`config.mk`:
```
export PLATFORM = sky130hd
export DESIGN_NAME = crcfc_replay_flat
export DESIGN_NICKNAME = d
export VERILOG_FILES = /design/src/hdl/crcfc_pkg.sv /design/src/hdl/crcfc_ifs.sv /design/src/hdl/crcfc_replay.sv /design/src/flat_wrapper.sv
export SDC_FILE = /design/constraint.sdc
export NUM_CORES = 1
export LEC_CHECK = 0
export ABC_AREA = 1
export BUFFER_PORTS_ARGS = -buffer_cell sky130_fd_sc_hd__buf_4
export CAP_MARGIN = 20
export CORE_MARGIN = 2
export CORE_UTILIZATION = 35
export DETAILED_ROUTE_END_ITERATION = 16
export HOLD_SLACK_MARGIN = 0.02
export SLEW_MARGIN = 20
export SYNTH_ARGS = -nofsm -noshare
export SYNTH_HDL_FRONTEND = slang
export SYNTH_SLANG_ARGS = --single-unit
```
`constraint.sdc`:
```
create_clock -name clk -period 3.6 [get_ports clk]
set_clock_uncertainty 0.05 [all_clocks]
set_input_delay 0.18 -clock clk [delete_from_list [all_inputs] [get_ports clk]]
set_output_delay 0.18 -clock clk [all_outputs]
set_load 0.01 [all_outputs]
```
`src/hdl/crcfc_pkg.sv`:
```
// Shared widths, codes, types and the CRC-16/MODBUS byte update for the frame checker.
package crcfc_pkg;

    localparam int BYTE_W      = 8;
    localparam int LEN_W       = 7;
    localparam int STATUS_W    = 2;
    localparam int CFG_INDEX_W = 2;
    localparam int CRC_W       = 16;

    localparam int MAX_PAYLOAD_DEFAULT = 64;

    localparam logic [STATUS_W-1:0] STATUS_OK         = 2'd0;
    localparam logic [STATUS_W-1:0] STATUS_BAD_HEADER = 2'd1;
    localparam logic [STATUS_W-1:0] STATUS_BAD_TAIL   = 2'd2;
    localparam logic [STATUS_W-1:0] STATUS_BAD_CRC    = 2'd3;

    localparam logic [CFG_INDEX_W-1:0] REG_PAYLOAD_LENGTH = 2'd0;
    localparam logic [CFG_INDEX_W-1:0] REG_HEADER_BYTE    = 2'd1;
    localparam logic [CFG_INDEX_W-1:0] REG_TAIL_BYTE      = 2'd2;

    localparam logic [LEN_W-1:0]  PAYLOAD_LENGTH_RESET = 7'd8;
    localparam logic [BYTE_W-1:0] HEADER_BYTE_RESET    = 8'hA5;
    localparam logic [BYTE_W-1:0] TAIL_BYTE_RESET      = 8'h5A;

    localparam logic [CRC_W-1:0] CRC_INIT = 16'hFFFF;
    localparam logic [CRC_W-1:0] CRC_POLY = 16'hA001;

    // Frame judgment handed from the parser to the replay sequencer.
    typedef struct packed {
        logic                valid;
        logic                good;
        logic [STATUS_W-1:0] status;
        logic [BYTE_W-1:0]   command;
    } verdict_t;

    // Reflected CRC-16 update over one byte, LSB first.
    function automatic logic [CRC_W-1:0] crc16_update(input logic [CRC_W-1:0] crc,
                                                      input logic [BYTE_W-1:0] b);
        logic [CRC_W-1:0] c;
        c = crc ^ {{(CRC_W-BYTE_W){1'b0}}, b};
        for (int i = 0; i < BYTE_W; i++) begin
            if (c[0])
            begin
                c = (c >> 1) ^ CRC_POLY;
            end
            else
            begin
                c = c >> 1;
            end
        end
        return c;
    endfunction

endpackage

```
`src/hdl/crcfc_ifs.sv`:
```


interface crcfc_out_if import crcfc_pkg::*; ();
    logic                valid;
    logic                ready;
    logic [STATUS_W-1:0] status;
    logic [BYTE_W-1:0]   command;
    logic [BYTE_W-1:0]   payload_byte;
    logic                last;

    modport source (output valid, output status, output command, output payload_byte,
                    output last, input ready);
    modport sink   (input valid, input status, input command, input payload_byte,
                    input last, output ready);
endinterface


```
`src/hdl/crcfc_replay.sv`:
```
// Result sequencer: error items and payload replay from the RAM into the output register.
module crcfc_replay import crcfc_pkg::*;
#(
    parameter int ADDR_W = 6
)
(
    input  logic              clk,
    input  logic              rst_n,
    input  verdict_t          verdict,
    input  logic [LEN_W-1:0]  payload_len,
    output logic              rd_en,
    output logic [ADDR_W-1:0] rd_addr,
    input  logic [BYTE_W-1:0] rd_data,
    output logic              can_take,
    crcfc_out_if.source       dout
);

    localparam logic [1:0] ST_IDLE = 2'd0;
    localparam logic [1:0] ST_SEND = 2'd1;

    logic [1:0]          state_reg,      state_next;
    logic [ADDR_W-1:0]   idx_reg,        idx_next;
    logic [LEN_W-1:0]    len_reg,        len_next;
    logic [BYTE_W-1:0]   cmd_reg,        cmd_next;
    logic                out_valid_reg,  out_valid_next;
    logic [STATUS_W-1:0] out_status_reg, out_status_next;
    logic [BYTE_W-1:0]   out_cmd_reg,    out_cmd_next;
    logic [BYTE_W-1:0]   out_byte_reg,   out_byte_next;
    logic                out_last_reg,   out_last_next;

    logic slot_free;
    logic last_item;
    logic load;

    assign slot_free = !out_valid_reg || dout.ready;
    assign can_take  = (state_reg == ST_IDLE) && slot_free;
    assign last_item = (LEN_W'(idx_reg) + LEN_W'(1)) == len_reg;
    assign load      = (state_reg == ST_SEND) && slot_free;

    always_comb
    begin
        state_next      = state_reg;
        idx_next        = idx_reg;
        len_next        = len_reg;
        cmd_next        = cmd_reg;
        out_valid_next  = out_valid_reg && !dout.ready;
        out_status_next = out_status_reg;
        out_cmd_next    = out_cmd_reg;
        out_byte_next   = out_byte_reg;
        out_last_next   = out_last_reg;
        rd_en           = 1'b0;
        rd_addr         = idx_reg;

        unique case (state_reg)
            ST_IDLE:
            begin
                if (verdict.valid && verdict.good)
                begin
                    // issue the first read; data lands next cycle
                    rd_en      = 1'b1;
                    rd_addr    = '0;
                    idx_next   = '0;
                    len_next   = payload_len;
                    cmd_next   = verdict.command;
                    state_next = ST_SEND;
                end
                else if (verdict.valid)
                begin
                    out_valid_next  = 1'b1;
                    out_status_next = verdict.status;
                    out_cmd_next    = verdict.command;
                    out_byte_next   = '0;
                    out_last_next   = 1'b1;
                end
            end
            ST_SEND:
            begin
                if (load)
                begin
                    out_valid_next  = 1'b1;
                    out_status_next = STATUS_OK;
                    out_cmd_next    = cmd_reg;
                    out_byte_next   = rd_data;
                    out_last_next   = last_item;
                    if (last_item)
                    begin
                        state_next = ST_IDLE;
                    end
                    else
                    begin
                        rd_en    = 1'b1;
                        rd_addr  = idx_reg + ADDR_W'(1);
                        idx_next = idx_reg + ADDR_W'(1);
                    end
                end
            end
            default:
            begin
                state_next = ST_IDLE;
            end
        endcase
    end

    always_ff @(posedge clk or negedge rst_n)
    begin
        if (!rst_n)
        begin
            state_reg     <= ST_IDLE;
            out_valid_reg <= 1'b0;
        end
        else
        begin
            state_reg     <= state_next;
            out_valid_reg <= out_valid_next;
        end
    end

    always_ff @(posedge clk)
    begin
        idx_reg        <= idx_next;
        len_reg        <= len_next;
        cmd_reg        <= cmd_next;
        out_status_reg <= out_status_next;
        out_cmd_reg    <= out_cmd_next;
        out_byte_reg   <= out_byte_next;
        out_last_reg   <= out_last_next;
    end

    assign dout.valid        = out_valid_reg;
    assign dout.status       = out_status_reg;
    assign dout.command      = out_cmd_reg;
    assign dout.payload_byte = out_byte_reg;
    assign dout.last         = out_last_reg;

    a_verdict_only_idle: assert property (@(posedge clk) disable iff (!rst_n)
        verdict.valid |-> (state_reg == ST_IDLE) && slot_free)
        else $error("verdict arrived while the sequencer was busy or the output was full");

    a_read_source: assert property (@(posedge clk) disable iff (!rst_n)
        rd_en |-> (state_reg == ST_SEND) || (verdict.valid && verdict.good))
        else $error("RAM read issued outside a replay");

    a_error_is_last: assert property (@(posedge clk) disable iff (!rst_n)
        (out_valid_reg && out_status_reg != STATUS_OK) |-> out_last_reg && out_byte_reg == '0)
        else $error("error item without last mark or with nonzero payload");

    a_replay_ends: assert property (@(posedge clk) disable iff (!rst_n)
        (load && last_item) |=> (state_reg == ST_IDLE) && out_valid_reg && out_last_reg)
        else $error("replay did not end on its last item");

endmodule

```
`src/flat_wrapper.sv`:
```
// flat-port wrapper written by rule: the top's interface ports become plain ports
module crcfc_replay_flat import crcfc_pkg::*;
#(
    parameter int ADDR_W = 6
)
  (clk, rst_n, verdict, payload_len, rd_en, rd_addr, rd_data, can_take, dout_valid, dout_status, dout_command, dout_payload_byte, dout_last, dout_ready);
  crcfc_out_if dout_i ();
  input  logic clk;
  input  logic rst_n;
  input  verdict_t verdict;
  input  logic [LEN_W-1:0] payload_len;
  output logic rd_en;
  output logic [ADDR_W-1:0] rd_addr;
  input  logic [BYTE_W-1:0] rd_data;
  output logic can_take;
  output wire logic [$bits(dout_i.valid)-1:0] dout_valid;
  output wire logic [$bits(dout_i.status)-1:0] dout_status;
  output wire logic [$bits(dout_i.command)-1:0] dout_command;
  output wire logic [$bits(dout_i.payload_byte)-1:0] dout_payload_byte;
  output wire logic [$bits(dout_i.last)-1:0] dout_last;
  input wire logic [$bits(dout_i.ready)-1:0] dout_ready;
  assign dout_valid = dout_i.valid;
  assign dout_status = dout_i.status;
  assign dout_command = dout_i.command;
  assign dout_payload_byte = dout_i.payload_byte;
  assign dout_last = dout_i.last;
  assign dout_i.ready = dout_ready;
  crcfc_replay #(.ADDR_W(ADDR_W)) u_core (.clk(clk), .rst_n(rst_n), .verdict(verdict), .payload_len(payload_len), .rd_en(rd_en), .rd_addr(rd_addr), .rd_data(rd_data), .can_take(can_take), .dout(dout_i));
endmodule
```
==> summary.md, run 1 <==
| Metric | Value |
|---|---|
| Drt pass-1 iters | 4 |
| Reg-to-reg startpoint | u_core.state_reg[0] |
| Worst Setup End Kind | primary output |
| Largest net degree at the start of global routing | 29 |
| Port Buffers | 57 |
| Critical path launch point | u_core.idx_reg[0] |
| Final setup viols | 0 |
| Pwr/cell area | just under 500 mW/mm^2 |
| Routed wire length | 3861 um |
| Post-synth ARST share | 4.762% |
| Slowest cell on the critical path | dfxtp_1 |
| Wire per inst | 11.09 um |
| N_diodes | 0 |
| Pwr Total | 1.277 mW |
| Top cells by count, synth | nand2_1, edfxtp_1, inv_1, nand3_1 |
| CP peak stage delay | ~0.4 ns |
| GP Congestion | 0.8180 |
| Layout cells sized above 1 | between 20% and 30% |
| Core Rows | 26 |
| CP required | 3.37 ns |
| Final Hold Viols | 0 |
| Register bit total from synthesis | 42 |
| Vias per cell | 4.307 |
| Max Cap Violations | 0 |
| Core Util, Final | around 51% |
| Netlist cell types | 22 |
| CTS tree | built |
| Hold Slack | 0.08265 ns |
| Critical path type | flop to primary output |
| Layout area overhead | 41.19% |
| Die height | 77.06 um |
| Final #Nets | 308 |
| Mapped Cells | 198 |
| DRC | 0 |
| Hold WC Path Type | primary input to flop |
| Cell taking the most area after synthesis | edfxtp_1 |
| Startpoint Class | flop |
| Initial drt markers | 38 |
| RSZ-0062 raised after global routing | no |
| Skew-Pair Late Insertion Delay | 0.30 ns |
| Synthesized cell area | 0.001868 mm^2 |
| Syn Nets | 229 |
| CP Data Arrival Time | a little over 2 ns |
| Synth area leaders | edfxtp_1, nand2_1, dfxtp_1, inv_1, nand3_1 |
| GR Overflow Total | 0 |
| DP HPWL | 2769 um |
| Cts bufs inserted | 5 |
| Die ar. | 0.005937 mm^2 |
| CP Buf/Inv Count | 2 |
| Core area | 0.005140 mm^2 |
| Via count | 1499 |
| Synth Warn # | 0 |
| Initial core utilization | a little over a third |
| Crit-path cells | ha_1 -> nand2_2 -> inv_2 -> nand3_1 -> or2_0 -> nand2_1 -> nor2_2 -> nand2_4 -> nand2_4 -> nand2_1 -> nand3_1 -> buf_4 |
| Initial antenna violation count | 0 |
| Resize count post-CTS | 0 |
| Crit-path max FO | 8 |
| Clk sinks | 42 |
| GR Util All Layers | 13.57% |
| Status | finished, final reports clean |
| Max-slew headroom | 37.41% |
| First-pass GRT wire length | 6306 um |
| Syn_area_per_cell | 9.435 um^2 |
| Leak pwr | 1.283 nW |
| F_max | 0.4431 GHz |
| Post-synthesis sequential area ratio | around 64% |
| Root Driver | clkbuf_8 |
| Peak VDD IR | 0.2047 mV |
| Worst Tran Pin Value | 0.9382 ns |
| Vias in the first global route | between 1000 and 1500 |
| Final Cycle Share | 62.69% |
| Number of fill cells in the layout | 497 |
| Ys flop type | edfxtp_1 |
| Num ports | 58 |
| Final period demand of the worst path | 2.257 ns |
| Share of the synthesized area in the top cell type | 54.66% |
| H-tree depth | 2 |
| Die Wd | 77.06 um |
| Largest delay share family, worst path | simple AND/OR/NAND/NOR gates |
| Setup TNS | 0 ns |
| Worst-path clk slew | 0.08 ns |
| Most frequent cell after synthesis | nand2_1 |
| Post-synth EDFFs | 34 |
| Postcts setup bufs | 0 |
| Clk buf depth | 2 |
| Final Slew Violations | 0 |
| DRT antenna net count | 0 |
| Worst hold start | rd_data[3] |
## where the power goes
group	total (mW)	leakage [nW]	internal, mW	switching, mW
Combinational	0.348	0.848	0.162	0.186
Sequential	0.624	0.390	0.573	0.0506
Clock	0.304	0.0452	0.137	0.167
## cells in the final DEF, fill, tap and decap left out, types with 2 or more instances in the layout
| master | instances |
|---|---|
| buf_4 | 59 |
| clkbuf_8 | 5 |
| dfrtp_1 | 2 |
| dfxtp_1 | 6 |
| dlygate4sd3_1 | 16 |
| edfxtp_1 | 34 |
| inv_1 | 30 |
| inv_2 | 2 |
| nand2_1 | 76 |
| nand2_4 | 2 |
| nand3_1 | 21 |
| nor2_1 | 6 |
| nor2_2 | 4 |
| o21ai_0 | 2 |
## cell type report
type	count	area (um^2)	share of cell area [%]
sequential	42	1191	45.16
timing repair buffer	75	603.1	22.87
multi-input combinational	120	545.5	20.68
inverter	33	123.9	4.696
tap	70	87.58	3.321
clock buffer	6	72.57	2.751
clock inverter	2	13.76	0.5218
## metrics by stage
stage               instances  area [um^2]  setup WS [ns]
global route              348         2638          1.110
floorplan                 198         1868          1.423
finish                    348         2638          1.343
global placement          324         2391          1.651
CTS                       348         2638          1.330
detailed placement        324         2391          1.656
## tightest hold or removal path: stages
cell and delay, ns:
buf_4 0.08, nand2_1 0.04, inv_1 0.04
## routing by layer
metal | track usage (%) | vias to the layer above | wire [um]
met5 | 0 | - | 0
met4 | 6.607 | 0 | 74
met3 | 3.647 | 6 | 186
met2 | 23.16 | 39 | 1953
met1 | 15.78 | 675 | 1646
li1 | - | 779 | -
## worst paths after layout
path                                               end  slack [ns]  depth (start not counted)
setup / recovery                            rd_addr[1]        1.34                         12
hold / removal             u_core.dout.payload_byte[3]        0.08                          3
setup reg to reg                u_core.dout.command[4]        1.66                          3
hold reg to reg                 u_core.dout.command[3]        0.47                          2
max in group asynchronous            u_core.dout.valid        3.27                          2
min in group asynchronous          u_core.state_reg[0]        0.14                          2
## cells by family (layout without fill, tap and decap cells)
logic type / Yosys count / count (layout) / synth area share, %
xor gates and xnor gates: 1 / 1 / 0.4689
adders and majority gates: 1 / 1 / 0.6697
AOI/OAI and AO/OA: 5 / 5 / 1.607
and+or+nand+nor: 113 / 113 / 26.26
DFF: 42 / 42 / 63.76
buffers and inverters: 36 / 116 / 7.234
## timing repair
item / in CTS / in global routing
endpoints found under the hold margin: 17 / 0
endpoints found under the setup margin: 0 / 0
hold buffers: 16 / 0
Power figures use the tool's default switching activity.
==> run 2: changes to the inputs <==
--- a/config.mk
+++ b/config.mk
@@ -5,7 +5,7 @@
 export SDC_FILE = /design/constraint.sdc
 export NUM_CORES = 1
 export LEC_CHECK = 0
-export ABC_AREA = 1
+export ABC_AREA = 0
 export BUFFER_PORTS_ARGS = -buffer_cell sky130_fd_sc_hd__buf_4
 export CAP_MARGIN = 20
 export CORE_MARGIN = 2
==> constraint.sdc (replaced) <==
create_clock -name clk -period 2.3 [get_ports clk]
set_clock_uncertainty 0.05 [all_clocks]
set_input_delay 0.115 -clock clk [delete_from_list [all_inputs] [get_ports clk]]
set_output_delay 0.115 -clock clk [all_outputs]
set_load 0.01 [all_outputs]
==> summary.md, run 2 <==
| Metric | Value |
|---|---|
| Status | finished, final reports clean |
| Clk buf depth | 2 (unchanged) |
| Critical path type | flop to primary output |
| Critical path launch point | u_core.idx_reg[3] |
| Post-Synth XOR/XNOR Area | 5.912% (+5.4 points) |
| Clk sinks | 42 (unchanged) |
| Mapped Cells | 116 (-41%) |
| Die Wd | 73.98 um (-4.0%) |
| Ys flop type | edfxtp_1 |
| Final Cycle Share | 99.66% |
| GRT busiest layer | met2 |
| Register bit total from synthesis | 42 (unchanged) |
| Num ports | 58 (unchanged) |
| Final period demand of the worst path | 2.292 ns |
| Met3 global-route usage | 4.607% (+0.96 points) |
| CP required | 2.13 ns (-1.24 ns) |
| Fraction of the mapped netlist area in adder cells | 0.7299% (+0.060 points) |
| M2 GR Usage | 21.73% (-1.4 points) |
| Post-synth ARST share | 4.762% (unchanged) |
| Startpoint Class | flop |
| Reg2reg end | u_core.state_reg[0] |
| DRC | 0 (unchanged) |
| Initial core utilization | 36.29% (-0.052 points) |
| Drt pass-1 iters | 4 (unchanged) |
| Dpl cells | 243 (-25%) |
| First-pass GRT wire length | 5250 um (-17%) |
| Netlist cell types | 31 (+41%) |
| Syn Nets | 147 (-36%) |
| Sw power | 0.7561 mW (+87%) |
| Root Driver | clkbuf_8 |
| Post-synthesis sequential area ratio | 69.49% (+5.7 points) |
| Skew-Pair Late Insertion Delay | 0.29 ns (about the same) |
| Max Cap Violations | 0 (unchanged) |
| Layout cells sized above 1 | 48.06% (+20 points) |
| Multiplexer share of the synthesized area | 5.255% (+5.3 points) |
| Leak pwr | 1.047 nW (-18%) |
| Largest net degree at the start of global routing | 20 (-31%) |
| Hold WC Path Type | primary input to flop |
| DP HPWL | 2444 um (-12%) |
| Share of the synthesized area in the top cell type | 59.56% (+4.9 points) |
| R2R Setup Slk | 0.43 ns (-1.23 ns) |
| Post-place setup slack | 0.1251 ns (-1.531 ns) |
| Worst reg2reg path depth | 7 (+4) |
| Finished Layout Cells | 273 (-22%) |
| Critical Path End | rd_addr[5] |
| RSZ-0062 raised after global routing | yes |
| Hold Slack | 0.04758 ns (-0.03507 ns) |
| GR Util All Layers | 12.98% (-0.59 points) |
| Cell Int Power | 1.855 mW (+110%) |
| CP Data Arrival Time | 2.13 ns (+0.10 ns) |
| Pwr Total | 2.611 mW (+100%) |
| GR Util met1 | 15.19% (-0.59 points) |
| Final Hold Viols | 0 (unchanged) |
| Commonest non-fill, non-tap cell in the layout | buf_4 |
| Post-synth EDFFs | 34 (unchanged) |
| Peak VDD IR | 0.5576 mV (+170%) |
| Number of fill cells in the layout | 402 (-19%) |
| Synthesized cell area | 0.001714 mm^2 (-8.2%) |
| Most frequent cell after synthesis | edfxtp_1 |
| Worst-path clk slew | 0.08 ns (about the same) |
| Initial drt markers | 59 (+55%) |
| Synth area leaders | edfxtp_1, dfxtp_1, mux2_2, xnor2_1, and2_1 |
| Final #Nets | 236 (-23%) |
| Initial antenna violation count | 0 (unchanged) |
| Wire per inst | 12.71 um (+15%) |
| DRT antenna net count | 0 (unchanged) |
| Vias per cell | 4.487 (+4.2%) |
| Main combinational cell family by area after synthesis | simple AND/OR/NAND/NOR gates |
| Core area | 0.004723 mm^2 (-8.1%) |
| Port Buffers | 57 (unchanged) |
| Simple-Gate Fraction of Synth Area | 10.66% (-16 points) |
| Final setup viols | 0 (unchanged) |
| Top cells by count, synth | edfxtp_1, and2_1, mux2_2, xnor2_1 |
| Via count | 1225 (-18%) |
| Routed wire length | 3469 um (-10%) |
| Synth Warn # | 0 (unchanged) |
| Crit-path max FO | 4 (-4) |
| Syn_area_per_cell | 14.78 um^2 (+57%) |
| N_diodes | 0 (unchanged) |
| Commonest cells after routing, fill and taps aside | buf_4, edfxtp_1, dlygate4sd3_1 |
| PnR worst setup slack | 0.007840 ns (-1.335 ns) |
| Pwr/cell area | 992.0 mW/mm^2 (+100%) |
| Die height | 73.98 um (-4.0%) |
| Combinational group share of total power | 35.2% (+7.9 points) |
| Final Slew Violations | 0 (unchanged) |
| CTS tree | built |
| H-tree depth | 2 (unchanged) |
| Worst Setup End Kind | primary output |
| GP Congestion | 0.7792 (-4.7%) |
| Reg-to-reg startpoint | u_core.idx_reg[3] |
| Synth Area in Compound Gates | 6.642% (+5.0 points) |
| Vias in the first global route | 1180 (-17%) |
| Core Rows | 25 (-3.8%) |
| Max-slew headroom | 36.76% (-0.65 points) |
| Sw Share | 28.95% (-2.7 points) |
| Die ar. | 0.005473 mm^2 (-7.8%) |
| Cts bufs inserted | 5 (unchanged) |
| GR Overflow Total | 0 (unchanged) |
| Sequential fraction of design power | 43.1% (-5.8 points) |
| Cell taking the most area after synthesis | edfxtp_1 |
| Layout area overhead | 53.58% |
| F_max | between 0.4 and 0.5 GHz |
| Clock Power Share | 21.7% (-2.1 points) |
| Worst Tran Pin Value | 0.9479 ns (+0.009702 ns) |
==> run 2: cell count changes after synthesis, sizes merged, moves of 3 or more <==
cell   previous run  this run
inv              32         4
and2              0         8
nand3            22         4
mux2              0         8
o21ai             2         7
nor2             10         2
xnor2             1         7
nand2            79         6
or3               0         3
nor2b             0         4
==> run 2: repair_timing <==
item                       in CTS  in global routing
gates resized for setup        15                  4
hold endpoints to repair       17                  0
buffers inserted                4                  2
setup endpoints to repair       7                  7
pin swaps                       7                  1
hold buffers                   16                  0
==> run 2: per-stage QoR <==
stage	utilization (%)	TNS [ns]	cell area [um^2]
after CTS	55.28	-0.04258	2611
after global routing	55.74	-0.4090	2633
after detailed placement	47.84	0	2260
after floorplan	-	0	1714
final	55.74	0	2633
after global placement	47.84	0	2260
==> run 2: metal layers <==
metal	routed length (um)	share of wire [%]
met5	0	0
met4	17	0.49
met3	253	7.3
met2	1692	49
met1	1506	43
==> run 2: final cells by class <==
| cell class | count | area, um^2 | share of cell area (%) |
|---|---|---|---|
| flip-flops and latches | 42 | 1207 | 45.87 |
| repair buffers | 84 | 674.4 | 25.62 |
| multi-input cells | 68 | 541.8 | 20.58 |
| well taps | 67 | 83.83 | 3.184 |
| clock buffers | 6 | 72.57 | 2.757 |
| clock inverters | 2 | 37.54 | 1.426 |
| inverters | 4 | 15.01 | 0.5703 |
==> run 2: cells by family (layout without fill, tap and decap cells) <==
kind of cell    count (synthesis)  in the layout
compound gates                 16             16
xor+xnor                       10             10
fa+ha+maj                       1              1
buf+inv                         6             96
flops                          42             42
mux                             8              8
simple gates                   33             33
==> run 2: how the worst min path moves through the flow <==
stage	from	to	slack [ns]	cells past startpoint
after floorplan	rst_n	u_core.dout.valid	-0.23	0
after global placement	rst_n	u_core.dout.valid	-0.15	1
after detailed placement	rst_n	u_core.dout.valid	-0.15	1
after CTS	verdict[11]	u_core.dout.valid	0.04	3
after global routing	verdict[11]	u_core.dout.valid	0.04	3
final	verdict[11]	u_core.dout.valid	0.05	3
==> run 2: power groups by stage <==
stage | Sequential [mW] | Clock [mW] | Combinational [mW]
finish | 1.13 | 0.568 | 0.918
global route | 1.14 | 0.624 | 0.996
CTS | 1.13 | 0.595 | 0.894
detailed placement | 1.13 | 0 | 0.778
global placement | 1.13 | 0 | 0.766
floorplan | 1.16 | 0 | 0.377
==> run 2: critical path: stages (launching register included) <==
cell and delay [ns]:
dfxtp_4 0.35, nand3_1 0.11, or3_1 0.38, a211o_1 0.29, or2_4 0.25, a21oi_4 0.18, a21o_1 0.16, buf_4 0.12
